$ cat src/rtl/aus_ram.sv
// Generic single-port-write RAM with registered read.
// No dependencies.
module aus_ram #(
  parameter int WIDTH = 64,
  parameter int DEPTH = 16
) (
  input  logic                     clk_i,
  input  logic                     we_i,
  input  logic [$clog2(DEPTH)-1:0] waddr_i,
  input  logic [WIDTH-1:0]         wdata_i,
  input  logic [$clog2(DEPTH)-1:0] raddr_i,
  output logic [WIDTH-1:0]         rdata_o
);

  logic [WIDTH-1:0] mem_q [DEPTH];
  logic [WIDTH-1:0] rdata_q;

  always_ff @(posedge clk_i) begin
    if (we_i) begin
      mem_q[waddr_i] <= wdata_i;
    end
    rdata_q <= mem_q[raddr_i];
  end

  assign rdata_o = rdata_q;

endmodule

$ cat config.mk
export PLATFORM = sky130hd
export DESIGN_NAME = aus_ram
export DESIGN_NICKNAME = d
export VERILOG_FILES = /design/src/rtl/aus_ram.sv
export SDC_FILE = /design/constraint.sdc
export NUM_CORES = 1
export LEC_CHECK = 0
export BUFFER_PORTS_ARGS = -buffer_cell sky130_fd_sc_hd__buf_2
export CAP_MARGIN = 20
export CELL_PAD_IN_SITES_DETAIL_PLACEMENT = 1
export CELL_PAD_IN_SITES_GLOBAL_PLACEMENT = 2
export CORE_ASPECT_RATIO = 1.25
export CORE_MARGIN = 5
export CORE_UTILIZATION = 50
export CTS_BUF_LIST = sky130_fd_sc_hd__clkbuf_2 sky130_fd_sc_hd__clkbuf_4 sky130_fd_sc_hd__clkbuf_8
export DETAILED_ROUTE_END_ITERATION = 8
export PLACE_DENSITY_LB_ADDON = 0.1
export SLEW_MARGIN = 0
export SYNTH_ARGS = -nofsm -noshare
export SYNTH_HDL_FRONTEND = slang
export SYNTH_SLANG_ARGS = --single-unit
$ cat constraint.sdc
create_clock -name clk_i -period 8.6 [get_ports clk_i]
set_input_delay 1.72 -clock clk_i [delete_from_list [all_inputs] [get_ports clk_i]]
set_output_delay 1.72 -clock clk_i [all_outputs]
set_load 0.02 [all_outputs]
; Word-level counts from Yosys, hierarchy flattened
; Memories as Yosys holds them, arrays and structs flattened. A register that Yosys moved wholly into a read port is not among the register bits.
; Index checks and enable logic that the tools add are counted.
[op_classes]
n_mux = 2
[op_table]
columns = op, count
row1 = $mux W1, 2
[totals]
reg_bits = 0
ram_bits = 1024
in_bits = 74
output_inout_bits = 64
elab_cells = 3
n_memories = 1
[mem_list]
columns = name, words, word_bits, read_ports, rd_ports_with_merged_regs, write_ports, line
row1 = mem_q, 16, 64, 1, 1, 1, 15  ; logic [WIDTH-1:0] mem_q [DEPTH];

; Logic depth before layout (Yosys ltp)
[depth]
depth_word = 2
ltp_mapped = 6
ltp_nobuf = 3

; Worst setup path before layout
; OpenSTA, ideal clock, no wires.
[synth_timing]
path_type = input -> register
startpoint = input waddr_i[2]
endpoint = memory mem_q[0][0] (enable)
setup_ps = 565
t_arrival_ps = 6583
required_time_ps = 8035
path_slack_ps = 1451
cell_stages = 2
n_path_buf = 0
cell_sequence = or3b_2 -> nor3_1
[synth_rtl]
columns = item, line
row1 = from (decl), 9  ; input logic [$clog2(DEPTH)-1:0] waddr_i,
row2 = to (decl), 15
; Straight into the memory's write port.

; Worst setup path in the final report
[layout_timing]
startpoint = input waddr_i[2]
endpoint = memory mem_q[1][24] (enable)
; Straight into the memory's write port.

==> qor.yml <==
status: "finished, final reports clean"
htreeDepth: 4
cts_tree: "done"
dieWidth_um: 262
start_util_pct: 50.4
dr_total_vias: 18267
remaining_drc_errors: 0
nFillCells: 6663
synth_cell_type_count: 18
fin_skew_ns: 0.0200
synthesis.area_per_instance_um2: 24.0
num_rows: 115
finalCritPeriodShare_pct: 40.6
postCtsSetupBuffers: 0
met3_usage_pct: 4.49
grt_pass1_vias: 20411
antenna_found_initial: 13
use_met2_pct: 36.2
critPathMaxFanout: 34
numCtsBuffers: 165
synth_area_mm2: 0.0396
p_leak_uw: 0.0146
slew_headroom_pct: 28.5
hold_class: "register to register"
grt_max_degree: 109
regArea_mm2: 0.0320
gp_congestion: 0.703
cts_buffer_depth: 3
die_area_mm2: 0.0849
synth_seq_cells: 1088
yosysWarnings: 0
syn_inst: 1647
drive_above_1_share_pct: 35.9
p_per_area_mw_per_mm2: 239
via_per_inst: 5.88
area.growth.synth_to_final_pct: 13.8
ctsHoldBuffers: 0
irDropWorstVdd_v: 0.000145
dp_hpwl_mm: 44.8
mappedNetlistNets: 1721
clk_pin_slew_ns: 0.06
overflow: 0
cp.required_ns: 9.02
min_period_ns: 3.49
multi_input_comb_area_mm2: 0.00723
cp-start-kind: "primary input"
drt_pass1_iterations: 5
worstSetupPathType: "primary input to register"
routedWlPerCell_um: 29.7
portBuffers: 137
fin_hold_ws_ns: 0.665
cts_resized: 0
endpoint_kind: "register"
ant_nets: 0
setup_tns_ns: 0
slew_viol_final: 0
die_h_um: 325
tightestPinTransition_ns: 1.07
nNetsFinal: 1983
crit_arrival_ns: 3.91
core_mm2: 0.0786
drv_cap: 0
cts_sinks: 1088
setup_viol: 0
yosysSeqAreaShare_pct: 80.9
ios: 138
clockRootBuffer: "clkbuf_8"
use_met1_pct: 31.1
clk_latency_ns: 0.81
layout_common_cells: "edfxtp_1 (1,024), mux4_2 (256), clkbuf_8 (190)"
dr.first_iter.drc_count: 1392
hold_viol: 0
busiest_layer: "met2"
track_usage_pct: 22.2
drt_wl_total_mm: 92.4
grt_pass1_wl_mm: 137
max_freq_mhz: 286
final_common_cell: "edfxtp_1"
rsz0062_at_grt: "false"
## flip-flops by register name, indices dropped and copies added (netlist names)
register,flops
mem_q,1024
rdata_o,64
## per-stage QoR
| step | setup WS [ns] | instance area, um2 | total power, uW | cells | util (%) |
|---|---|---|---|---|---|
| after floorplan | 1.45 | 39600 | 6400 | 1647 | - |
| after global routing | 5.08 | 45000 | 11200 | 3104 | 57.3 |
| after detailed placement | 4.27 | 41600 | 6640 | 2795 | 53.0 |
| after global placement | 4.27 | 41600 | 6620 | 2795 | 53.0 |
| after CTS | 5.15 | 45000 | 10900 | 3103 | 57.3 |
| final | 5.11 | 45000 | 10800 | 3109 | 57.3 |
## cell usage after synthesis
cell type / instances / share of area (%)
buf_1: 16 / 0.15
mux4_2: 256 / 15
nand2_1: 65 / 0.62
buf_6: 13 / 0.37
dfxtp_1: 64 / 3.2
nor2_1: 13 / 0.12
nand3b_1: 2 / 0.038
buf_2: 13 / 0.16
edfxtp_1: 1024 / 78
nor3_1: 4 / 0.051
buf_4: 6 / 0.11
and2_1: 1 / 0.016
nand2b_1: 2 / 0.032
nand3_1: 1 / 0.013
a22oi_1: 128 / 2.4
clkbuf_1: 36 / 0.34
nor2b_1: 2 / 0.032
or3b_2: 1 / 0.022
## final timing paths
path | startpoint | endpoint | slack [ns] | depth (start not counted)
worst max-delay path | waddr_i[2] | mem_q[1][24]$_DFFE_PP_ | 5.11 | 5
worst min-delay path | mem_q[12][53]$_DFFE_PP_ | rdata_o[53]$_DFF_P_ | 0.66 | 3
worst max register to register | mem_q[3][37]$_DFFE_PP_ | rdata_o[37]$_DFF_P_ | 7.22 | 3
worst min register to register | mem_q[12][53]$_DFFE_PP_ | rdata_o[53]$_DFF_P_ | 0.66 | 3
## cell type report
cell class | instances | area share (%)
timing repair buffer | 179 | 2.35
clock buffer | 241 | 6.66
sequential | 1088 | 71.1
tap | 1053 | 2.93
clock inverter | 67 | 0.842
multi-input combinational | 475 | 16.1
antenna | 6 | 0.0333
## per-layer routing
layer  routed length, um  vias up
met4                1710       10
met5                  59        -
met1               38600    10009
li1                    -     7597
met2               46800      524
met3                5240      127
## power breakdown
group          internal (uW)  leakage, uW  switching, uW  total, uW
Sequential              5930      0.00979           41.9       5970
Clock                   2300      0.00179           1960       4260
Combinational            205      0.00300            341        546
Total                   8440       0.0146           2340      10800
## kinds of logic (layout without fill, tap and decap cells)
kind of cell    Yosys count  in the layout  share of synthesized area (%)
mux                     256            256                           14.6
simple gates             91             91                          0.942
other cells               0              6                              0
compound gates          128            128                           2.43
flops                  1088           1088                           80.9
buf+inv                  84            487                           1.14
## critical path: stages
cell	delay (ns)
buf_2	0.11
or3b_2	0.59
nor2_4	0.12
buf_4	0.60
buf_4	0.71
No activity file was read; power rests on OpenSTA's default activity.
