===== config.mk =====
export PLATFORM = sky130hd
export DESIGN_NAME = aus_log
export DESIGN_NICKNAME = d
export VERILOG_FILES = /design/src/rtl/aus_pkg.sv /design/src/rtl/aus_log.sv
export SDC_FILE = /design/constraint.sdc
export NUM_CORES = 2
export LEC_CHECK = 0
export BUFFER_PORTS_ARGS = -buffer_cell sky130_fd_sc_hd__clkbuf_2
export CORE_MARGIN = 2
export CORE_UTILIZATION = 52
export DETAILED_ROUTE_END_ITERATION = 8
export PLACE_DENSITY_LB_ADDON = 0.3
export SYNTH_ARGS = -nofsm -noshare
export SYNTH_HDL_FRONTEND = slang
export SYNTH_SLANG_ARGS = --single-unit

===== constraint.sdc =====
create_clock -name clk_i -period 9.4 [get_ports clk_i]
set_clock_uncertainty 0.15 [all_clocks]
set_input_delay 2.82 -clock clk_i [delete_from_list [all_inputs] [get_ports clk_i]]
set_output_delay 2.82 -clock clk_i [all_outputs]
set_load 0.02 [all_outputs]

===== src/rtl/aus_pkg.sv =====
// Shared types and constants for the autoscale rung-select block.
// Used by aus_div, aus_log and the top module under rtl/.
package aus_pkg;

  localparam int LADDER_DEPTH  = 16;
  localparam int LOG_FRAC_BITS = 16;

  localparam int RUNG_AW  = (LADDER_DEPTH > 1) ? $clog2(LADDER_DEPTH) : 1;
  localparam int RCNT_W   = $clog2(LADDER_DEPTH + 1);
  localparam int NORM_STEPS = 6;
  localparam int LOG_STEPS  = NORM_STEPS + LOG_FRAC_BITS;
  localparam int LCNT_W   = $clog2(LOG_STEPS + 1);
  localparam int LOG_W    = 6 + LOG_FRAC_BITS;
  localparam int SCORE_W  = LOG_W + 2;

  localparam logic [63:0] LOWER_RST = 64'd4294967296;
  localparam logic [63:0] UPPER_RST = 64'd4294967296000;

  typedef enum logic [1:0] {
    CFG_LOWER  = 2'd0,
    CFG_UPPER  = 2'd1,
    CFG_LENGTH = 2'd2,
    CFG_NONE   = 2'd3
  } cfg_idx_e;

  typedef enum logic [1:0] {
    ST_CHOSEN  = 2'd0,
    ST_KEEP    = 2'd1,
    ST_BAD     = 2'd2,
    ST_WRITTEN = 2'd3
  } status_e;

  typedef enum logic [3:0] {
    S_IDLE, S_LLO, S_LLO_W, S_LHI, S_LHI_W, S_RD, S_FCHK,
    S_DIV_W, S_LV, S_LV_W, S_NEXT, S_FIN
  } seq_state_e;

  typedef struct packed {
    logic               mode;
    logic [3:0]         rung_index;
    logic [63:0]        rung_factor;
    logic signed [63:0] query_val;
  } aus_in_t;

  typedef struct packed {
    status_e    status;
    logic [3:0] chosen_rank;
    logic       scaled_in_range;
  } aus_out_t;

  typedef struct packed {
    logic busy;
    logic done;
  } unit_st_t;

endpackage


===== src/rtl/aus_log.sv =====
// Iterative fixed-point log2 of a positive Q32.32 word: a six-step leading-zero
// search, then one squaring per fraction bit. Depends on aus_pkg.
module aus_log (
  input  logic                                clk_i,
  input  logic                                rst_ni,
  input  logic                                start_i,
  input  logic [63:0]                         v_i,
  output aus_pkg::unit_st_t                   st_o,
  output logic signed [aus_pkg::LOG_W-1:0]    l_o
);
  import aus_pkg::*;

  logic [63:0]              x_q, x_d, x_n;
  logic [5:0]               lz_q, lz_d, lz_n;
  logic [31:0]              m_q, m_d;
  logic [LOG_FRAC_BITS-1:0] frac_q, frac_d;
  logic [LCNT_W-1:0]        cnt_q, cnt_d;
  logic                     busy_q, busy_d, done_q, done_d;
  logic [63:0]              prod;
  logic [32:0]              sq;
  logic [5:0]               ipart;

  always_comb begin
    x_n  = x_q;
    lz_n = lz_q;
    case (cnt_q)
      LCNT_W'(0): if (x_q[63:32] == '0) begin x_n = x_q << 32; lz_n = lz_q + 6'd32; end
      LCNT_W'(1): if (x_q[63:48] == '0) begin x_n = x_q << 16; lz_n = lz_q + 6'd16; end
      LCNT_W'(2): if (x_q[63:56] == '0) begin x_n = x_q << 8;  lz_n = lz_q + 6'd8;  end
      LCNT_W'(3): if (x_q[63:60] == '0) begin x_n = x_q << 4;  lz_n = lz_q + 6'd4;  end
      LCNT_W'(4): if (x_q[63:62] == '0) begin x_n = x_q << 2;  lz_n = lz_q + 6'd2;  end
      LCNT_W'(5): if (!x_q[63])         begin x_n = x_q << 1;  lz_n = lz_q + 6'd1;  end
      default: ;
    endcase
  end

  always_comb begin
    x_d    = x_q;
    lz_d   = lz_q;
    m_d    = m_q;
    frac_d = frac_q;
    cnt_d  = cnt_q;
    busy_d = busy_q;
    done_d = 1'b0;
    prod   = 64'(m_q) * 64'(m_q);
    sq     = prod[63:31];
    if (start_i) begin
      x_d    = v_i;
      lz_d   = '0;
      frac_d = '0;
      cnt_d  = '0;
      busy_d = 1'b1;
    end else if (busy_q) begin
      cnt_d = cnt_q + LCNT_W'(1);
      if (cnt_q < LCNT_W'(NORM_STEPS)) begin
        x_d  = x_n;
        lz_d = lz_n;
        m_d  = x_n[63:32];
      end else begin
        frac_d = {frac_q[LOG_FRAC_BITS-2:0], sq[32]};
        m_d    = sq[32] ? sq[32:1] : sq[31:0];
      end
      if (cnt_q == LCNT_W'(LOG_STEPS - 1)) begin
        busy_d = 1'b0;
        done_d = 1'b1;
      end
    end
  end

  always_ff @(posedge clk_i or negedge rst_ni) begin
    if (!rst_ni) begin
      busy_q <= 1'b0;
      done_q <= 1'b0;
      cnt_q  <= '0;
    end else begin
      busy_q <= busy_d;
      done_q <= done_d;
      cnt_q  <= cnt_d;
    end
  end

  always_ff @(posedge clk_i) begin
    x_q    <= x_d;
    lz_q   <= lz_d;
    m_q    <= m_d;
    frac_q <= frac_d;
  end

  // integer part is msb - 32 = 31 - lz, two's complement in six bits
  assign ipart = 6'd31 - lz_q;
  assign l_o   = {ipart, frac_q};
  assign st_o  = '{busy: busy_q, done: done_q};

`ifndef ASSERT_OFF
  a_no_start_busy: assert property (@(posedge clk_i) disable iff (!rst_ni)
    busy_q |-> !start_i) else $error("log restarted while busy");
  a_mant_norm: assert property (@(posedge clk_i) disable iff (!rst_ni)
    (busy_q && cnt_q > LCNT_W'(NORM_STEPS)) |-> m_q[31]) else $error("log mantissa lost msb");
  a_done_once: assert property (@(posedge clk_i) disable iff (!rst_ni)
    done_q |=> !done_q) else $error("log done held");
`endif

endmodule


## Word level (Yosys, flattened, before mapping)

Index checks and enable logic that the tools add are counted.

| operators by class | value |
|---|---|
| multiplexer cells | 27 |
| eq/ne operators | 18 |
| reduce and logical (&&, ||, !) cells | 15 |
| $add $sub $neg | 8 |
| $lt $le $gt $ge | 1 |
| bitwise gates (word level) | 2 |
| multiply operators | 1 |

Operator list:

| kind | number |
|---|---|
| 2-to-1 mux 64 bit | 9 |
| one-hot mux 64 bit (6 select lines) | 1 |
| multiplier 32 x 32 -> 64 bit | 1 |
| 2-to-1 mux 32 bit | 2 |
| 2-to-1 mux 6 bit | 6 |
| one-hot mux 6 bit (6 select lines) | 1 |
| zero test 32 bit | 1 |
| != test 3 bit, second input constant | 6 |
| AND reduction 9 bit | 2 |
| zero test 16 bit | 1 |
| != test 2 bit, second input constant | 6 |
| == test 5 x 2 -> 1 bit, second input constant | 2 |
| == test 5 x 3 -> 1 bit, second input constant | 2 |
| 2-to-1 mux 5 bit | 2 |
| zero test 8 bit | 1 |
| nonzero test 7 bit | 1 |
| adder 6 x 1 -> 6 bit, second input constant | 1 |
| adder 6 x 2 -> 6 bit, second input constant | 1 |
| adder 6 x 3 -> 6 bit, second input constant | 1 |
| adder 6 x 4 -> 6 bit, second input constant | 1 |
| adder 6 x 5 -> 6 bit, second input constant | 1 |
| adder 6 bit, second input constant | 1 |
| 2-to-1 mux 1 bit | 6 |
| AND reduction 2 bit | 3 |
| other kinds (11) | 13 |

| storage, ports and cells | value |
|---|---|
| register bits after elaboration | 125 |
| logic and storage cells | 80 |
| output and inout bits | 24 |
| bits of input ports | 67 |

## Logic depth before layout (Yosys ltp)

| logic depth | value |
|---|---|
| depth in word-level cells | 6 |
| mapped depth | 32 |
| gate-level depth less buffers | 27 |

## Worst setup path before layout

Ideal clock, no wire load.

| timing path | value |
|---|---|
| path kind | register to register |
| start point | register m_q[3] |
| end point | register m_q[23] (data pin) |
| setup slack | 1.504 ns |
| data arrival time | 7.485 ns |
| library setup time | 0.261 ns |
| clock period less this slack | 7.896 ns |
| required time | 8.989 ns |
| stages on the path, launching flop included | 28 |
| buffers on the path | 5 |
| path through | edfxtp_1 -> clkbuf_1 -> clkbuf_1 -> and2_1 -> ha_1 -> a31o_2 -> fa_1 -> inv_1 -> fa_1 -> fa_1 -> inv_1 -> fa_1 -> fa_1 -> fa_1 -> fa_1 -> ha_1 -> clkbuf_1 -> a21oi_1 -> o211ai_1 -> or3_1 -> a21oi_1 -> o21a_1 -> a21oi_1 -> or2_1 -> o211a_1 -> buf_2 -> buf_4 -> a221o_1 |

| between the ends | value |
|---|---|
| longest elaborated chain between the ends | 3 |

Ends and longest elaborated chain:

| element | RTL line | RTL |
|---|---|---|
| start: declaration | aus_log.sv:15 | `logic [31:0] m_q, m_d;` |
| start signal: assignment | aus_log.sv:85 | `m_q <= m_d;` |
| multiplier 32 x 32 -> 64 bit | aus_log.sv:45 | `prod = 64'(m_q) * 64'(m_q);` |
| 2-to-1 mux 32 bit | aus_log.sv:61 | `m_d = sq[32] ? sq[32:1] : sq[31:0];` |
| 2-to-1 mux 32 bit | aus_log.sv:55 | `if (cnt_q < LCNT_W'(NORM_STEPS)) begin` |

No other way between the ends.
A chain may end at the register's enable or synchronous reset.

## Worst setup path after layout

| timing path | value |
|---|---|
| start point | register m_q[18] |
| end point | register m_q[7] (data pin) |

The elaborated chain is that of the path after synthesis.

==> results_dict.tcl <==
set metrics [dict create \
    cts-root-buf "clkbuf_16" \
    rsz0062_at_grt "no" \
    antenna_found_initial 2 \
    drive_gt1_frac 0.0688 \
    seq_area_frac_synth 0.0943 \
    critical_path_class "reg -> reg" \
    startpoint_type "flop" \
    cts_max_path_buffers 2 \
    diodes 0 \
    grt_pass1_vias 29698 \
    drt_iter0_markers 2611 \
    r2r_start "m_q[18]$_DFFE_PP_" \
    synth-seq-cells 125 \
    antenna_left 0 \
    die_h_um 271 \
    worstMarginPinSlew_ns 1.15 \
    endpoint "m_q[7]$_DFFE_PP_" \
    coreArea_mm2 0.0704 \
    status "finished, violations left" \
    fin_setup_tns_ns 0 \
    drc_errors 12 \
    max_cap_viol_count 0 \
    hold_buffers 0 \
    synthSimpleGateAreaFrac 0.131 \
    syn-cell-area_mm2 0.0371 \
    cts_tree "yes" \
    worstPathRequired_ns 9.43 \
    synthCells 4032 \
    die_x_um 271 \
    register_area_mm2 0.00350 \
    drt_wl_total_um 100000 \
    clock_latency_ns 0.44 \
    cpPeakStageDelay_ns 1.09 \
    synthAdderAreaFrac 0.530 \
    r2r_end "m_q[7]$_DFFE_PP_" \
    synthArstFlopShare 0.0560 \
    hold_class "reg -> reg" \
    layout_worst_path_cycle_share 0.976 \
    post_cts_resized 0 \
    postCtsSetupBuffers 0 \
    dieArea_mm2 0.0735 \
    num_vias 27876 \
    final-setup-viol-count 0 \
    clk_pin_slew_worst_paths_ns 0.07 \
    startpoint "m_q[18]$_DFFE_PP_" \
    layout_min_cycle_time_ns 9.18 \
    boundaryPins 91 \
    worst_r2r_path_depth 24 \
    place.gp.congestion 0.975 \
    first_pass_iters 9 \
    area_growth_pct 5.92 \
    start_util 0.527 \
    arrival_ns 9.21 \
    finalHoldViolations 0 \
    r2r_slack_ns 0.22 \
    multi_input_area_mm2 0.0291 \
    synthDistinctLibCells 80 \
    rows 97 \
    crit_chain "nand2_1 > fa_1 > inv_1 > fa_1 > inv_1 > fa_1 > fa_1 > inv_1 > fa_1 > fa_1 > fa_1 > fa_1 > ha_1 > a21oi_1 > o21ai_1 > o311ai_0 > nor2_1 > o21ai_2 > a21oi_1 > or2_1 > o211ai_4 > buf_12 > nor3_1 > a221o_1" \
    cp.buffers_inverters 4 \
    syn_area_per_cell_um2 9.20 \
    nets 5190 \
    grt_max_degree 60 \
    violations "design-rule violations" \
    dpl.hpwl_um 81000 \
    track_usage 0.283 \
    cpMostUsedCell "fa_1" \
    cts.sinks 125 \
    io_buffers 90 \
    path_depth 24 \
    numCtsBuffers 17 \
    vias_per_cell 5.60 \
    htreeDepth 4 \
    synth_ff_type "edfxtp_1" \
    slew_violations 0 \
    end_kind "flop" \
    synth_top_family_by_area "adder cells" \
    synth_warnings 0 \
    synth_xor_xnor_area_share 0.0189 \
    max_freq_ghz 0.109 \
    cp_top_family "adder cells" \
    synth-edff-count 96 \
    wl_per_cell_um 20.1 \
    synthMuxAreaShare 0.0129 \
    grt_overflow 0 \
    syn_nets 5195 \
    worst-path-max-fanout 46 \
    synth_compound_area_frac 0.0914 \
    grt_first_pass_wirelength_um 162000 \
    slew_headroom 0.228 \
    crit_path_top_delay_cell "edfxtp_1" \
    n_fill_cell 6438 \
]
[kinds of logic after synthesis]
| logic type | after synthesis |
|---|---|
| buffers and inverters | 1192 |
| xor gates and xnor gates | 80 |
| DFF | 125 |
| muxes | 44 |
| and+or+nand+nor | 1022 |
| AOI/OAI and AO/OA | 473 |
| adders and majority gates | 1096 |
[synthesized netlist by cell type, types with 5 or more instances]
cell / number / area (um2)
a211o_1: 5 / 43.8
a211oi_1: 5 / 37.5
a21o_1: 36 / 270
a21oi_1: 127 / 636
a221o_1: 27 / 270
a221oi_1: 16 / 140
a222oi_1: 55 / 551
a22o_1: 17 / 149
a22oi_1: 7 / 52.6
a31o_2: 12 / 105
a31oi_1: 12 / 75.1
and2_1: 235 / 1470
and3_1: 12 / 75.1
buf_1: 10 / 37.5
buf_2: 13 / 65.1
buf_4: 5 / 37.5
clkbuf_1: 171 / 642
dfrtp_1: 7 / 175
dfxtp_1: 22 / 440
edfxtp_1: 96 / 2880
fa_1: 791 / 15800
ha_1: 305 / 3820
inv_1: 989 / 3710
mux2_2: 31 / 349
mux2i_1: 13 / 130
nand2_1: 491 / 1840
nand2b_1: 6 / 37.5
nand3_1: 59 / 295
nand4_1: 26 / 163
nor2_1: 115 / 432
nor2b_1: 9 / 56.3
nor3_1: 19 / 95.1
nor4_1: 11 / 68.8
o211ai_1: 10 / 75.1
o21ai_0: 68 / 340
o21bai_1: 12 / 90.1
o221ai_1: 9 / 78.8
o31ai_1: 10 / 75.1
or2_2: 9 / 56.3
or3_1: 8 / 50.1
xnor2_1: 45 / 394
xor2_1: 35 / 307
[flip-flops by register name, summed over array words and instances (netlist names)]
name and cells:
lz_q 6, cnt_q 5, m_q 32, x_q 64, frac_q 16, done_q 1, busy_q 1
[final cells by class]
cell class / count / area share
flip-flops and latches: 125 / 0.0890
well taps: 940 / 0.0299
inverters: 990 / 0.0945
clock buffers: 18 / 0.0109
multi-input cells: 2715 / 0.741
repair buffers: 178 / 0.0304
clock inverters: 14 / 0.00427
[metrics by stage]
step | hold WS (ns) | std cells | util | setup WS, ns | instance area, um2
finish | 0.316 | 4980 | 0.558 | 0.222 | 39300
global route | 0.334 | 4980 | 0.558 | 0.0200 | 39300
CTS | 0.313 | 4976 | 0.558 | 0.406 | 39300
detailed placement | 0.305 | 4944 | 0.549 | 0.457 | 38700
global placement | 0.301 | 4944 | 0.549 | 0.441 | 38700
floorplan | 0.306 | 4032 | - | 1.50 | 37100
[per-layer routing]
metal / global-route usage / wire [um] / up-vias
met5: 0 / 13 / -
met4: 0.104 / 4280 / 2
met3: 0.0379 / 7660 / 224
met2: 0.474 / 48600 / 1174
met1: 0.377 / 39700 / 13959
li1: - / - / 12517
[worst min-delay path: cells and delay by family, from the launching register on]
kind	cells	cell delay [ns]
AOI/OAI and AO/OA	1	0.05
and+or+nand+nor	1	0.05
DFF	1	0.31
[cell usage in the layout (no fill, tap or decap), types with 17 or more instances in the layout]
cell type and instances:
inv_1 989, fa_1 791, nand2_1 491, ha_1 305
and2_1 235, a21oi_1 127, nor2_1 113, edfxtp_1 96
clkbuf_2 89, buf_4 82, o21ai_0 68, nand3_1 59
a222oi_1 55, xnor2_1 45, a21o_1 36, xor2_1 35
mux2_2 31, a221o_1 27, nand4_1 26, dfxtp_1 22
nor3_1 17, a22o_1 17, clkbuf_16 17
[how the worst min path moves through the flow]
stage / cells after the start / end / slack [ns] / startpoint
final: 2 / frac_q[15]$_SDFFE_PP0P_ / 0.32 / frac_q[15]$_SDFFE_PP0P_
after global routing: 2 / frac_q[15]$_SDFFE_PP0P_ / 0.33 / frac_q[15]$_SDFFE_PP0P_
after CTS: 2 / frac_q[15]$_SDFFE_PP0P_ / 0.31 / frac_q[15]$_SDFFE_PP0P_
after detailed placement: 2 / frac_q[15]$_SDFFE_PP0P_ / 0.30 / frac_q[15]$_SDFFE_PP0P_
after global placement: 2 / frac_q[15]$_SDFFE_PP0P_ / 0.30 / frac_q[15]$_SDFFE_PP0P_
after floorplan: 2 / lz_q[5]$_SDFFE_PP0P_ / 0.31 / lz_q[5]$_SDFFE_PP0P_
Power is not shown: default switching activity piles up to over one toggle a cycle in this logic, so the estimate is an artifact.
