[src/rtl/aus_pkg.sv]
// Shared types and constants for the autoscale rung-select block.
// Used by aus_div, aus_log and the top module under rtl/.
package aus_pkg;

  localparam int LADDER_DEPTH  = 16;
  localparam int LOG_FRAC_BITS = 16;

  localparam int RUNG_AW  = (LADDER_DEPTH > 1) ? $clog2(LADDER_DEPTH) : 1;
  localparam int RCNT_W   = $clog2(LADDER_DEPTH + 1);
  localparam int NORM_STEPS = 6;
  localparam int LOG_STEPS  = NORM_STEPS + LOG_FRAC_BITS;
  localparam int LCNT_W   = $clog2(LOG_STEPS + 1);
  localparam int LOG_W    = 6 + LOG_FRAC_BITS;
  localparam int SCORE_W  = LOG_W + 2;

  localparam logic [63:0] LOWER_RST = 64'd4294967296;
  localparam logic [63:0] UPPER_RST = 64'd4294967296000;

  typedef enum logic [1:0] {
    CFG_LOWER  = 2'd0,
    CFG_UPPER  = 2'd1,
    CFG_LENGTH = 2'd2,
    CFG_NONE   = 2'd3
  } cfg_idx_e;

  typedef enum logic [1:0] {
    ST_CHOSEN  = 2'd0,
    ST_KEEP    = 2'd1,
    ST_BAD     = 2'd2,
    ST_WRITTEN = 2'd3
  } status_e;

  typedef enum logic [3:0] {
    S_IDLE, S_LLO, S_LLO_W, S_LHI, S_LHI_W, S_RD, S_FCHK,
    S_DIV_W, S_LV, S_LV_W, S_NEXT, S_FIN
  } seq_state_e;

  typedef struct packed {
    logic               mode;
    logic [3:0]         rung_index;
    logic [63:0]        rung_factor;
    logic signed [63:0] query_val;
  } aus_in_t;

  typedef struct packed {
    status_e    status;
    logic [3:0] chosen_rank;
    logic       scaled_in_range;
  } aus_out_t;

  typedef struct packed {
    logic busy;
    logic done;
  } unit_st_t;

endpackage

[src/rtl/aus_div.sv]
// Bit-serial Q32.32 divider: floor(a * 2^32 / f), saturating, one bit a cycle.
// Depends on aus_pkg.
module aus_div (
  input  logic             clk_i,
  input  logic             rst_ni,
  input  logic             start_i,
  input  logic [63:0]      a_i,
  input  logic [63:0]      f_i,
  output aus_pkg::unit_st_t st_o,
  output logic [63:0]      q_o
);
  import aus_pkg::*;

  logic [63:0] rem_q, rem_d, sh_q, sh_d, q_q, q_d, f_q, f_d;
  logic [5:0]  cnt_q, cnt_d;
  logic        busy_q, busy_d, done_q, done_d;
  logic [64:0] trial;
  logic        ge;

  always_comb begin
    rem_d  = rem_q;
    sh_d   = sh_q;
    q_d    = q_q;
    f_d    = f_q;
    cnt_d  = cnt_q;
    busy_d = busy_q;
    done_d = 1'b0;
    trial  = {rem_q, sh_q[63]};
    ge     = trial >= {1'b0, f_q};
    if (start_i) begin
      f_d   = f_i;
      cnt_d = '0;
      if (a_i[63:32] >= f_i[31:0] && f_i[63:32] == '0) begin
        q_d    = '1;
        done_d = 1'b1;
      end else begin
        rem_d  = {32'b0, a_i[63:32]};
        sh_d   = {a_i[31:0], 32'b0};
        q_d    = '0;
        busy_d = 1'b1;
      end
    end else if (busy_q) begin
      rem_d = ge ? 64'(trial - {1'b0, f_q}) : trial[63:0];
      sh_d  = {sh_q[62:0], 1'b0};
      q_d   = {q_q[62:0], ge};
      cnt_d = cnt_q + 6'd1;
      if (cnt_q == 6'd63) begin
        busy_d = 1'b0;
        done_d = 1'b1;
      end
    end
  end

  always_ff @(posedge clk_i or negedge rst_ni) begin
    if (!rst_ni) begin
      busy_q <= 1'b0;
      done_q <= 1'b0;
      cnt_q  <= '0;
    end else begin
      busy_q <= busy_d;
      done_q <= done_d;
      cnt_q  <= cnt_d;
    end
  end

  always_ff @(posedge clk_i) begin
    rem_q <= rem_d;
    sh_q  <= sh_d;
    q_q   <= q_d;
    f_q   <= f_d;
  end

  assign st_o = '{busy: busy_q, done: done_q};
  assign q_o  = q_q;

`ifndef ASSERT_OFF
  a_no_start_busy: assert property (@(posedge clk_i) disable iff (!rst_ni)
    busy_q |-> !start_i) else $error("divider restarted while busy");
  a_rem_below: assert property (@(posedge clk_i) disable iff (!rst_ni)
    busy_q |-> rem_q < f_q) else $error("divider remainder not below factor");
  a_done_once: assert property (@(posedge clk_i) disable iff (!rst_ni)
    done_q |=> !done_q) else $error("divider done held");
`endif

endmodule

[config.mk]
export PLATFORM = sky130hd
export DESIGN_NAME = aus_div
export DESIGN_NICKNAME = d
export VERILOG_FILES = /design/src/rtl/aus_pkg.sv /design/src/rtl/aus_div.sv
export SDC_FILE = /design/constraint.sdc
export NUM_CORES = 1
export LEC_CHECK = 0
export BUFFER_PORTS_ARGS = -buffer_cell sky130_fd_sc_hd__buf_2
export CELL_PAD_IN_SITES_DETAIL_PLACEMENT = 0
export CELL_PAD_IN_SITES_GLOBAL_PLACEMENT = 1
export CORE_AREA = 2 2 190 192
export DETAILED_ROUTE_END_ITERATION = 10
export DIE_AREA = 0 0 192 194
export GPL_TIMING_DRIVEN = 0
export PLACE_DENSITY_LB_ADDON = 0.1
export RECOVER_POWER = 25
export SLEW_MARGIN = 10
export SYNTH_ARGS = -nofsm -noshare
export SYNTH_HDL_FRONTEND = slang
export SYNTH_SLANG_ARGS = --single-unit
[constraint.sdc]
create_clock -name clk_i -period 4.2 [get_ports clk_i]
set_input_delay 0.84 -clock clk_i [delete_from_list [all_inputs] [get_ports clk_i]]
set_output_delay 0.84 -clock clk_i [all_outputs]
set_load 0.01 [all_outputs]
Word level (Yosys, flattened, before mapping)
Cells that the tools add are included.
{ "totals": {"reg_bits": 264, "latch_bits": 0, "ramBits": 0, "mem_bits_ro": 0, "in_bits": 131, "out_inout_bits": 66, "word_cells": 37, "n_memories": 0} }
{ "op_classes": {"add_sub_neg": 2, "multipliers": 0, "n_div": 0, "n_lt_le_gt_ge": 2, "eq_ne": 2, "shift": 0, "mux": 20, "n_bitwise": 0, "reduce_logical": 4} }
{ "ops": {"columns": ["operator", "count"], "rows": [
  ["$mux W64", 10],
  ["$ge A65 B64 Y1", 1],
  ["$sub A64 B64 Y64", 1],
  ["$ge A32 B32 Y1", 1],
  ["$logic_not A32 Y1", 1],
  ["$mux W6", 2],
  ["$mux W1", 8],
  ["$add A6 B1 Y6 const B", 1],
  ["$eq A6 B6 Y1 const B", 1],
  ["$ne A2 B2 Y1 const B", 1],
  ["$reduce_and A2 Y1", 1],
  ["$reduce_bool A2 Y1", 1],
  ["$logic_and A1 B1 Y1", 1]
]} }

Longest topological paths before layout
Gate-level depths: netlist of the first run.
{ "logic_depth": {"depth_word": 4, "depth_mapped": 14, "depth_no_buf": 13} }

Least setup slack after synthesis of the first run
Ideal clock, no wire load.
{ "synth_path": {"path_type": "input to register", "from": "in f_i[25]", "to": "reg rem_q[0] (enable)", "setup_time_ns": 0.465, "arrival_ns": 4.977, "required_ns": 3.735, "setup_slack_ns": -1.241, "stages": 13, "path_buffers": 1, "path_cell_list": "inv_1 ha_1 a21o_1 a21o_1 a21o_1 a21o_1 a21o_1 a21o_1 a21oi_1 a211o_1 or2_2 clkbuf_1 and2_1"} }
{ "synth_between": {"elab_chain_len": 4} }
{ "synth_rtl": {"columns": ["item", "line", "rtl"], "rows": [
  ["start: declaration", "aus_div.sv:8", "input logic [63:0] f_i,"],
  ["$ge A32 B32 Y1", "aus_div.sv:33", "if (a_i[63:32] >= f_i[31:0] && f_i[63:32] == '0) begin"],
  ["$logic_and A1 B1 Y1", "aus_div.sv:33", null],
  ["$ne A2 B2 Y1 (no line)", null, null],
  ["$reduce_and A2 Y1 (no line)", null, null],
  ["end signal: assignment", "aus_div.sv:67", "rem_q <= rem_d;"],
  ["end: declaration", "aus_div.sv:14", "logic [63:0] rem_q, rem_d, sh_q, sh_d, q_q, q_d, f_q, f_d;"]
]} }
Every way passes these cells.
A chain may end at the register's enable or synchronous reset.

Final worst setup path of the first run
{ "layout_path": {"from": "reg rem_q[7]", "to": "reg rem_q[24] (data pin)"} }
{ "layout_between": {"elab_chain_len": 4, "word_cells_on_any_way": 5, "classes_between": "add/sub: 1; order compare: 1; mux: 3"} }
{ "layout_rtl": {"columns": ["item", "line", "rtl"], "rows": [
  ["$sub A64 B64 Y64 / $ge A65 B64 Y1 (equally long branches)", "aus_div.sv:43, aus_div.sv:29", null],
  ["$mux W64 *", "aus_div.sv:43", "rem_d = ge ? 64'(trial - {1'b0, f_q}) : trial[63:0];"],
  ["$mux W64 *", "aus_div.sv:42", "end else if (busy_q) begin"],
  ["$mux W64 *", "aus_div.sv:30", "if (start_i) begin"],
  ["net rem_d[24]", "aus_div.sv:14", null]
]} }
Mark *: on every way through the listed nets, which the timed path passes. The rest lies on a longest branch. The select of a mux whose other input is x is not followed.

==> reports/results.ini, run 1 <==
[min_path]
hp-class=input pin to asynchronous set/reset pin

[cells_and_area]
final_nets=1866
final_cell_count_no_fill=2125
utilization_pct=47.6
drive_gt1_share_pct=17.2
syn2layout_area_growth_pct=18.2
fin_area_sq_um=16800

[synth]
yosysSeqAreaShare_pct=48.8
synth-async-reset-ratio_pct=3.45
synth_fp_nets=1635
synth_top_area_cell=edfxtp_1
yosys_warnings=0
synthTopCellsByArea=edfxtp_1 47%, ha_1 8.6%, o21ai_0 4.9%
synth_area_sq_um=14200
synth_edf_count=224
yosysUniqueCellTypes=64
synthCells=1406
ys_dominant_reg_cell=edfxtp_1
yosysMostFrequentCell=edfxtp_1
synth_common_cells=224 x edfxtp_1, 180 x inv_1, 140 x o21ai_0, 99 x nor2_1
synth_top_area_share_pct=47.4
synth-seq-cells=232
synth_area_per_cell_sq_um=10.1

[global_routing]
globalRouteTotalUtil_pct=22.0
grt_remaining_overflow=0
grt_pass1_vias=11300
antenna_found_initial=7
grt_pass1_wl_mm=63.5
grt_max_degree=55

[setup_path]
reg2reg_depth=13
r2r-end=rem_q[24]
setup.worst_path.start_class=register
regToRegSetupSlack_ps=190
cp.arrival_ps=4270
worstSetupEndpointType=register
r2r_start=rem_q[7]
worstSetupPathType=register to register
cp-startpoint=rem_q[7]
worstPathMaxFanout=10
critPathRequiredTime_ps=4460

[cts]
hold_buffers=0
cts_max_path_buffers=3
insertion_delay_ps=580
clk_pin_slew_worst_paths_ps=60
root_buffer=clkbuf_16
cts_tree=done
numCtsBuffers=28
clock-sinks=232
htree_num_levels=1

[detailed_routing]
drt_wl_total_mm=41.1
drt-met1-wl_mm=19.5
drcViolationCount=0
first_pass_iters=5
first_iter_violations=625
vias_per_cell=5.24
ant_nets=0
vias=11100
routedWlPerCell_um=19.4
wl_met2_mm=17.8
met3_length_mm=3.08
routed.top_layer=met5

[run_status]
status=finished clean

[floorplan]
floorplan.initialDensity_pct=40.3
core_area_sq_um=35200
die_h_um=194
rows=69
die_x_um=192
die_area_sq_um=37200
ios=197

[flow_run]
cap_violations=0

[timing]
timing.final.crit_share_pct=95.4
hold_violations=0
maxSlewHeadroom_pct=31.6
fin_crit_ps=4010
worst_pin_slew_ps=1030
fin_skew_ps=27.8
rsz0062_at_grt=no
maxSlewViolCount=0
worst_slack_ps=193
finalSetupViolCount=0
fmax_ghz=0.250

[placed_design]
dp_slack_ps=-511
portBuffers=196
place_area_sq_um=15900
hpwl_mm=31.1
gp_congestion=0.902
dpl.cell_count=2067

[power]
power_density_nw_per_um2=608
p_leak_nw=7.31
peakVddDrop_mv=0.373

==> worst max path at each step <==
stage | slack, ps | to
final | 190 | rem_q[24]
after global placement | -1840 | sh_q[49]
after detailed placement | -510 | sh_q[47]
after global routing | 20 | rem_q[48]
after floorplan | 300 | rem_q[0]
after CTS | 50 | rem_q[48]
==> cell type report <==
type	instances	area, sq um
antenna	5	12.5
buffer	65	280
clock buffer	35	757
clock inverter	17	146
fill	3429	18500
inverter	181	682
multi-input combinational	927	6350
sequential	232	6930
tap	461	577
timing repair buffer	202	1040
==> critical path, stage by stage, from the launching register on <==
cell       delay, ps
edfxtp_1         400
ha_1             310
clkbuf_1         190
a21o_1           210
a31oi_1          270
o221ai_1         210
or2_4            310
a2111oi_4        430
a211oi_4         110
a41oi_4          390
buf_2            400
nor2_1           110
a211oi_2         260
a21oi_1           70
==> flip-flops by register name (all words and copies together) (netlist names) <==
signal and cells:
busy_q 1, cnt_q 6, done_q 1, f_q 64, q_o 64, rem_q 64
sh_q 32
==> power by group <==
group	total, mW	internal [mW]	switching (mW)
registers	3.22	3.01	0.205
logic	4.61	1.73	2.89
clock network	2.37	1.35	1.02
==> cells by family (layout without fill, tap and decap cells) <==
family | Yosys count | in the layout | share of synthesized area, %
XOR/XNOR | 61 | 61 | 3.76
AND/OR/NAND/NOR | 321 | 321 | 10.5
multiplexers | 61 | 61 | 4.72
buffers and inverters | 247 | 500 | 6.76
other | 0 | 5 | 0
AO/OA/AOI/OAI | 386 | 386 | 16.7
flip-flops | 232 | 232 | 48.8
adder cells (fa/ha/maj) | 98 | 98 | 8.69
==> what timing repair did <==
action / in CTS / in global routing
setup buffers: 0 / 2
pin swaps: 0 / 1
resized for setup: 3 / 9
hold endpoints to repair: 0 / 0
endpoints found under the setup margin: 6 / 65
==> stage by stage <==
stage                     hold slack (ps)  power, mW  TNS [ps]
after detailed placement              537       7.76    -39710
final                                 185       10.2         0
after CTS                            73.4       10.2         0
after global routing                  178       10.9         0
after floorplan                       513       6.48         0
after global placement                528       7.75   -225360
==> routing by layer <==
metal	vias to the layer above	global-route usage [%]
met5	-	0
met4	2	4.33
met3	40	6.50
met2	270	34.3
met1	5304	30.5
li1	5526	-
==> layout by cell type, fill, tap and decap left out, types with 16 or more instances in the layout <==
cell	netlist	layout
xnor2_1	29	29
o21ai_0	140	140
ha_1	97	97
inv_1	180	180
a21o_1	40	40
buf_2	14	164
edfxtp_1	224	224
clkbuf_1	44	90
nand4_1	29	29
mux2_2	47	47
nor4_1	16	16
o21a_1	16	16
nor2_1	99	99
a21oi_1	89	89
clkbuf_16	0	28
a211oi_1	20	18
xor2_1	32	32
nand2_1	97	97
nand3_1	26	26
a31oi_1	17	17
No activity file was read; power rests on OpenSTA's default activity.
==> run 2: changes to the inputs <==
- PLACE_DENSITY: not set -> 0.73
- PLACE_DENSITY_LB_ADDON: 0.1 -> not set
==> reports/results.ini, run 2 (synthesized netlist as in run 1, its figures left out) <==
[placed_design]
portBuffers=196  ; unchanged
dpl.cell_count=2066  ; -0.048%
dp_slack_ps=-752  ; -242 ps
hpwl_mm=31.0  ; -0.24%
gp_congestion=0.909  ; +0.78%

[detailed_routing]
ant_nets=0  ; unchanged
drt_wl_total_mm=41.0  ; -0.40%
first_iter_violations=815  ; +30%
vias_per_cell=5.35  ; +2.1%
first_pass_iters=5  ; unchanged
drcViolationCount=0  ; unchanged
vias=11400  ; +2.0%
routedWlPerCell_um=19.3  ; -0.30%

[cells_and_area]
syn2layout_area_growth_pct=17.5
final_nets=1864  ; -0.11%
layout_common_cells=224 x edfxtp_1, 180 x inv_1, 170 x buf_2, 140 x o21ai_0, 99 x nor2_1
final_cell_count_no_fill=2123  ; -0.094%
utilization_pct=47.3  ; -0.28 points
drive_gt1_share_pct=16.8  ; -0.38 points
final_common_cell=edfxtp_1

[cts]
clock-sinks=232  ; unchanged
root_buffer=clkbuf_16
cts_tree=done
clk_pin_slew_worst_paths_ps=70  ; about the same
numCtsBuffers=27  ; -3.6%
cts_max_path_buffers=3  ; unchanged
htree_num_levels=1  ; unchanged
cts_setup_buffers=0  ; unchanged
insertion_delay_ps=570  ; about the same

[timing]
worst_slack_ps=166  ; -26.8 ps
finalSetupViolCount=0  ; unchanged
worst_pin_slew_ps=939  ; -86.4 ps
rsz0062_at_grt=no
tns_ps=0  ; unchanged
timing.final.crit_share_pct=96.1  ; +0.64 points
maxSlewViolCount=0  ; unchanged
hold_violations=0  ; unchanged
fin_crit_ps=4030  ; +26.8 ps
fin_skew_ps=20.2  ; -7.64 ps
maxSlewHeadroom_pct=37.4  ; +5.8 points
fmax_ghz=0.248  ; -0.67%

[floorplan]
rows=69  ; unchanged
core_area_sq_um=35200  ; unchanged
die_area_sq_um=37200  ; unchanged
die_x_um=192  ; unchanged
ios=197  ; unchanged
floorplan.initialDensity_pct=40.3  ; unchanged
die_h_um=194  ; unchanged

[run_status]
status=finished clean

[power]
peakVddDrop_mv=0.356  ; -4.5%
p_leak_nw=7.26  ; -0.62%
finalPower_mw=10.1  ; -1.4%
power_density_nw_per_um2=603  ; -0.87%

[setup_path]
r2r-end=rem_q[24]
critPathRequiredTime_ps=4470  ; about the same
r2r_start=rem_q[21]
worstPathMaxFanout=10  ; unchanged
reg2reg_depth=13  ; unchanged
worstSetupPathType=register to register
setup.worst_path.start_class=register
worstSetupEndpointType=register
regToRegSetupSlack_ps=170  ; -30 ps
cp.arrival_ps=4310  ; +40 ps

[global_routing]
antenna_found_initial=12  ; +5
grt_pass1_vias=11400  ; +0.86%
grt_pass1_wl_mm=63.3  ; -0.41%
grt_max_degree=48  ; -13%
grt_remaining_overflow=0  ; unchanged
globalRouteTotalUtil_pct=22.0  ; -0.053 points

[flow_run]
cap_violations=0  ; unchanged

[min_path]
hp-class=input pin to asynchronous set/reset pin

==> run 2: power breakdown <==
part           internal (mW)  total (mW)  switching, mW
Sequential              3.01        3.22          0.207
Combinational           1.70        4.55           2.85
Clock                   1.31        2.28          0.974
==> run 2: metal layers <==
metal	vias to the layer above	GRT usage [%]	share of wire, %
met2	340	33.5	43
met1	5393	30.8	47
li1	5547	-	-
met3	69	6.39	7.6
met5	-	0	0.20
met4	12	5.09	2.3
==> run 2: metrics by stage <==
step	hold WS (ps)	area (sq um)
floorplan	513	14200
CTS	97.4	16700
global placement	529	15800
detailed placement	534	15800
finish	205	16700
global route	217	16700
==> run 2: area by class of cell <==
| type | instances | area, sq um |
|---|---|---|
| multi-input cells | 929 | 6350 |
| diodes | 7 | 17.5 |
| clock buffers | 35 | 706 |
| well taps | 461 | 577 |
| plain buffers | 65 | 280 |
| repair buffers | 199 | 1000 |
| inverters | 181 | 682 |
| clock inverters | 14 | 131 |
| flip-flops and latches | 232 | 6930 |
| fillers | 3481 | 18500 |
==> run 2: worst max path at each step <==
stage / cells past startpoint / startpoint / end / slack, ps
2_1_floorplan: 13 / f_i[25] / rem_q[0] / 300
6_report: 13 / rem_q[21] / rem_q[24] / 170
3_3_place_gp: 5 / start_i / sh_q[53] / -1860
4_1_cts: 15 / a_i[32] / rem_q[21] / 3
3_5_place_dp: 15 / a_i[32] / rem_q[18] / -750
5_1_grt: 13 / rem_q[21] / rem_q[24] / 1
==> run 2: timing repair <==
item                       in CTS  in global routing
resized for setup               1                  9
pin swaps                       1                  1
setup endpoints to repair      49                106
cloned                          2                  0
hold buffers                    0                  0
==> run 2: worst max-delay path: stages (launching register included) <==
cell       delay (ps)
edfxtp_1          390
ha_1              300
clkbuf_1          190
a211oi_1          350
o211ai_1          160
a21boi_1          360
nor2_1            130
a2111oi_4         390
a211oi_4          110
a41oi_4           420
buf_2             410
nor2_1             90
a211oi_1          370
a21oi_1            80
==> run 3: changes to the inputs <==
- MAX_ROUTING_LAYER: not set -> met4
==> reports/results.ini, run 3 (synthesized netlist as in run 1, its figures left out) <==
[setup_path]
critPathMaxStageDelay_ps=440  ; +20 ps
critPathRequiredTime_ps=4470  ; about the same
r2r_start=rem_q[14]
regToRegSetupSlack_ps=210  ; +40 ps
worstPathMaxFanout=10  ; unchanged
path_cells=ha_1 -> buf_2 -> nand4_1 -> or2_1 -> a2111oi_2 -> or2_4 -> a2111oi_4 -> a211oi_4 -> a41oi_2 -> buf_2 -> a211oi_1 -> a21oi_1
setup.worst_path.start_class=register
worstSetupPathType=register to register
crit_top_cell=buf_2
worstSetupEndpointType=register
r2r-end=rem_q[24]
reg2reg_depth=12  ; -1
crit_slowest_cell=a2111oi_2
cp.arrival_ps=4260  ; -50 ps

[global_routing]
globalRouteTotalUtil_pct=23.0  ; +1.0 points
grt_pass1_wl_mm=64.0  ; +1.1%
grt_max_degree=54  ; +13%
grt_remaining_overflow=0  ; unchanged
grt_pass1_vias=11500  ; +0.45%
antenna_found_initial=13  ; +1

[cells_and_area]
syn2layout_area_growth_pct=18.6
layout_common_cells=224 x edfxtp_1, 180 x inv_1, 171 x buf_2, 140 x o21ai_0, 99 x nor2_1
multi_input_comb_area_sq_um=6370  ; +0.26%
drive_gt1_share_pct=17.4  ; +0.61 points
register_area_sq_um=6930  ; unchanged
fillers=3400  ; -2.3%
final_nets=1867  ; +0.16%
final_common_cell=edfxtp_1

[power]
intPower_mw=6.21  ; +3.2%
finalPower_mw=10.3  ; +2.4%
p_leak_nw=7.33  ; +0.88%
switching_share_pct=39.6  ; -0.46 points
combPwrFrac_pct=44.6  ; -0.7 points
seq_power_share_pct=31.3  ; -0.7 points
peakVddDrop_mv=0.358  ; +0.35%
clkPwrFrac_pct=24.1  ; +1.4 points
power_density_nw_per_um2=612  ; +1.4%
p_switching_mw=4.08  ; +1.2%

[detailed_routing]
ant_nets=0  ; unchanged
first_iter_violations=839  ; +2.9%
vias_per_cell=5.34  ; -0.25%
first_pass_iters=5  ; unchanged
drcViolationCount=0  ; unchanged
routedWlPerCell_um=19.5  ; +0.86%
drt_wl_total_mm=41.5  ; +1.4%
vias=11400  ; +0.26%

[cts]
cts_max_path_buffers=3  ; unchanged
clk_pin_slew_worst_paths_ps=60  ; about the same
numCtsBuffers=28  ; +3.7%
clock-sinks=232  ; unchanged
root_buffer=clkbuf_16
insertion_delay_ps=580  ; about the same
hold_buffers=0  ; unchanged
cts_tree=done
htree_num_levels=1  ; unchanged

[timing]
worst_slack_ps=207  ; +41.3 ps
maxSlewViolCount=0  ; unchanged
hold-worst-slack_ps=185  ; -19.8 ps
fin_skew_ps=25.1  ; +4.86 ps
rsz0062_at_grt=yes
finalSetupViolCount=0  ; unchanged
maxSlewHeadroom_pct=37.0  ; -0.38 points
timing.final.crit_share_pct=95.1  ; -0.98 points
hold_violations=0  ; unchanged
worst_pin_slew_ps=945  ; +5.70 ps
fmax_ghz=0.250  ; +1.0%
fin_crit_ps=3990  ; -41.3 ps

[floorplan]
die_area_sq_um=37200  ; unchanged
rows=69  ; unchanged
floorplan.initialDensity_pct=40.3  ; unchanged
die_h_um=194  ; unchanged
core_area_sq_um=35200  ; unchanged
ios=197  ; unchanged
die_x_um=192  ; unchanged

[run_status]
status=finished clean

[placed_design]
hpwl_mm=31.2  ; +0.51%
portBuffers=196  ; unchanged
gp_congestion=0.919  ; +1.1%
dp_slack_ps=-768  ; -15.7 ps

[flow_run]
cap_violations=0  ; unchanged

[min_path]
hp-class=input pin to asynchronous set/reset pin

run 3: cell count changes in the layout (fill, tap and decap cells not counted), sizes merged:
cell / previous run / this run
inv: 182 / 181
clkbuf: 116 / 124
buf: 183 / 184
diode: 7 / 13
clkinv: 9 / 5
a41oi: 2 / 3
run 3: area by class of cell:
class | count | share of cell area [%]
sequential | 232 | 41.2
clock inverter | 9 | 0.728
timing repair buffer | 200 | 6.01
multi-input combinational | 930 | 37.8
buffer | 65 | 1.68
tap | 461 | 3.43
clock buffer | 43 | 4.91
antenna | 13 | 0.193
inverter | 181 | 4.07
run 3: power groups by stage:
stage          clock (mW)  sequential (mW)  combinational [mW]
5_1_grt              2.62             3.27                5.15
6_report             2.48             3.22                4.59
2_1_floorplan           0             3.19                3.28
3_3_place_gp            0             3.25                4.47
3_5_place_dp            0             3.26                4.49
4_1_cts              2.54             3.22                4.52
run 3: what timing repair did:
item                                    CTS  global route
endpoints found under the setup margin   68            41
pin swaps                                 1             1
gates cloned                              2             1
setup buffers                             0             1
gates resized for setup                   2            11
run 3: how the worst max path moves through the flow:
| stage | from | to | cells after the start | slack, ps |
|---|---|---|---|---|
| detailed placement | a_i[32] | rem_q[23] | 15 | -770 |
| finish | rem_q[14] | rem_q[24] | 12 | 210 |
| global route | rem_q[21] | rem_q[24] | 13 | -20 |
| floorplan | f_i[25] | rem_q[0] | 13 | 300 |
| global placement | start_i | rem_q[23] | 5 | -1850 |
| CTS | rem_q[8] | rem_q[62] | 12 | 20 |
run 3: worst max-delay path, delay by kind of cell (launching register included):
family | cells | cell delay (ps)
fa+ha+maj | 1 | 290
simple gates | 3 | 750
buf+inv | 2 | 500
compound gates | 6 | 1730
flops | 1 | 410
run 3: stage by stage:
| step | instances | TNS (ps) | util (%) | cell area [sq um] |
|---|---|---|---|---|
| 2_1_floorplan | 1406 | 0 | - | 14200 |
| 3_3_place_gp | 2063 | -228210 | 44.7 | 15800 |
| 3_5_place_dp | 2066 | -63970 | 44.9 | 15800 |
| 4_1_cts | 2119 | 0 | 47.7 | 16800 |
| 5_1_grt | 2134 | -23.3 | 47.8 | 16800 |
| 6_report | 2134 | 0 | 47.8 | 16800 |
run 3: layer usage:
metal	global-route usage [%]	up-vias	wire length, um
met5	-	-	0
met4	4.64	0	804
met3	6.48	53	3480
met2	33.9	325	18000
met1	31.6	5464	19300
li1	-	5549	-
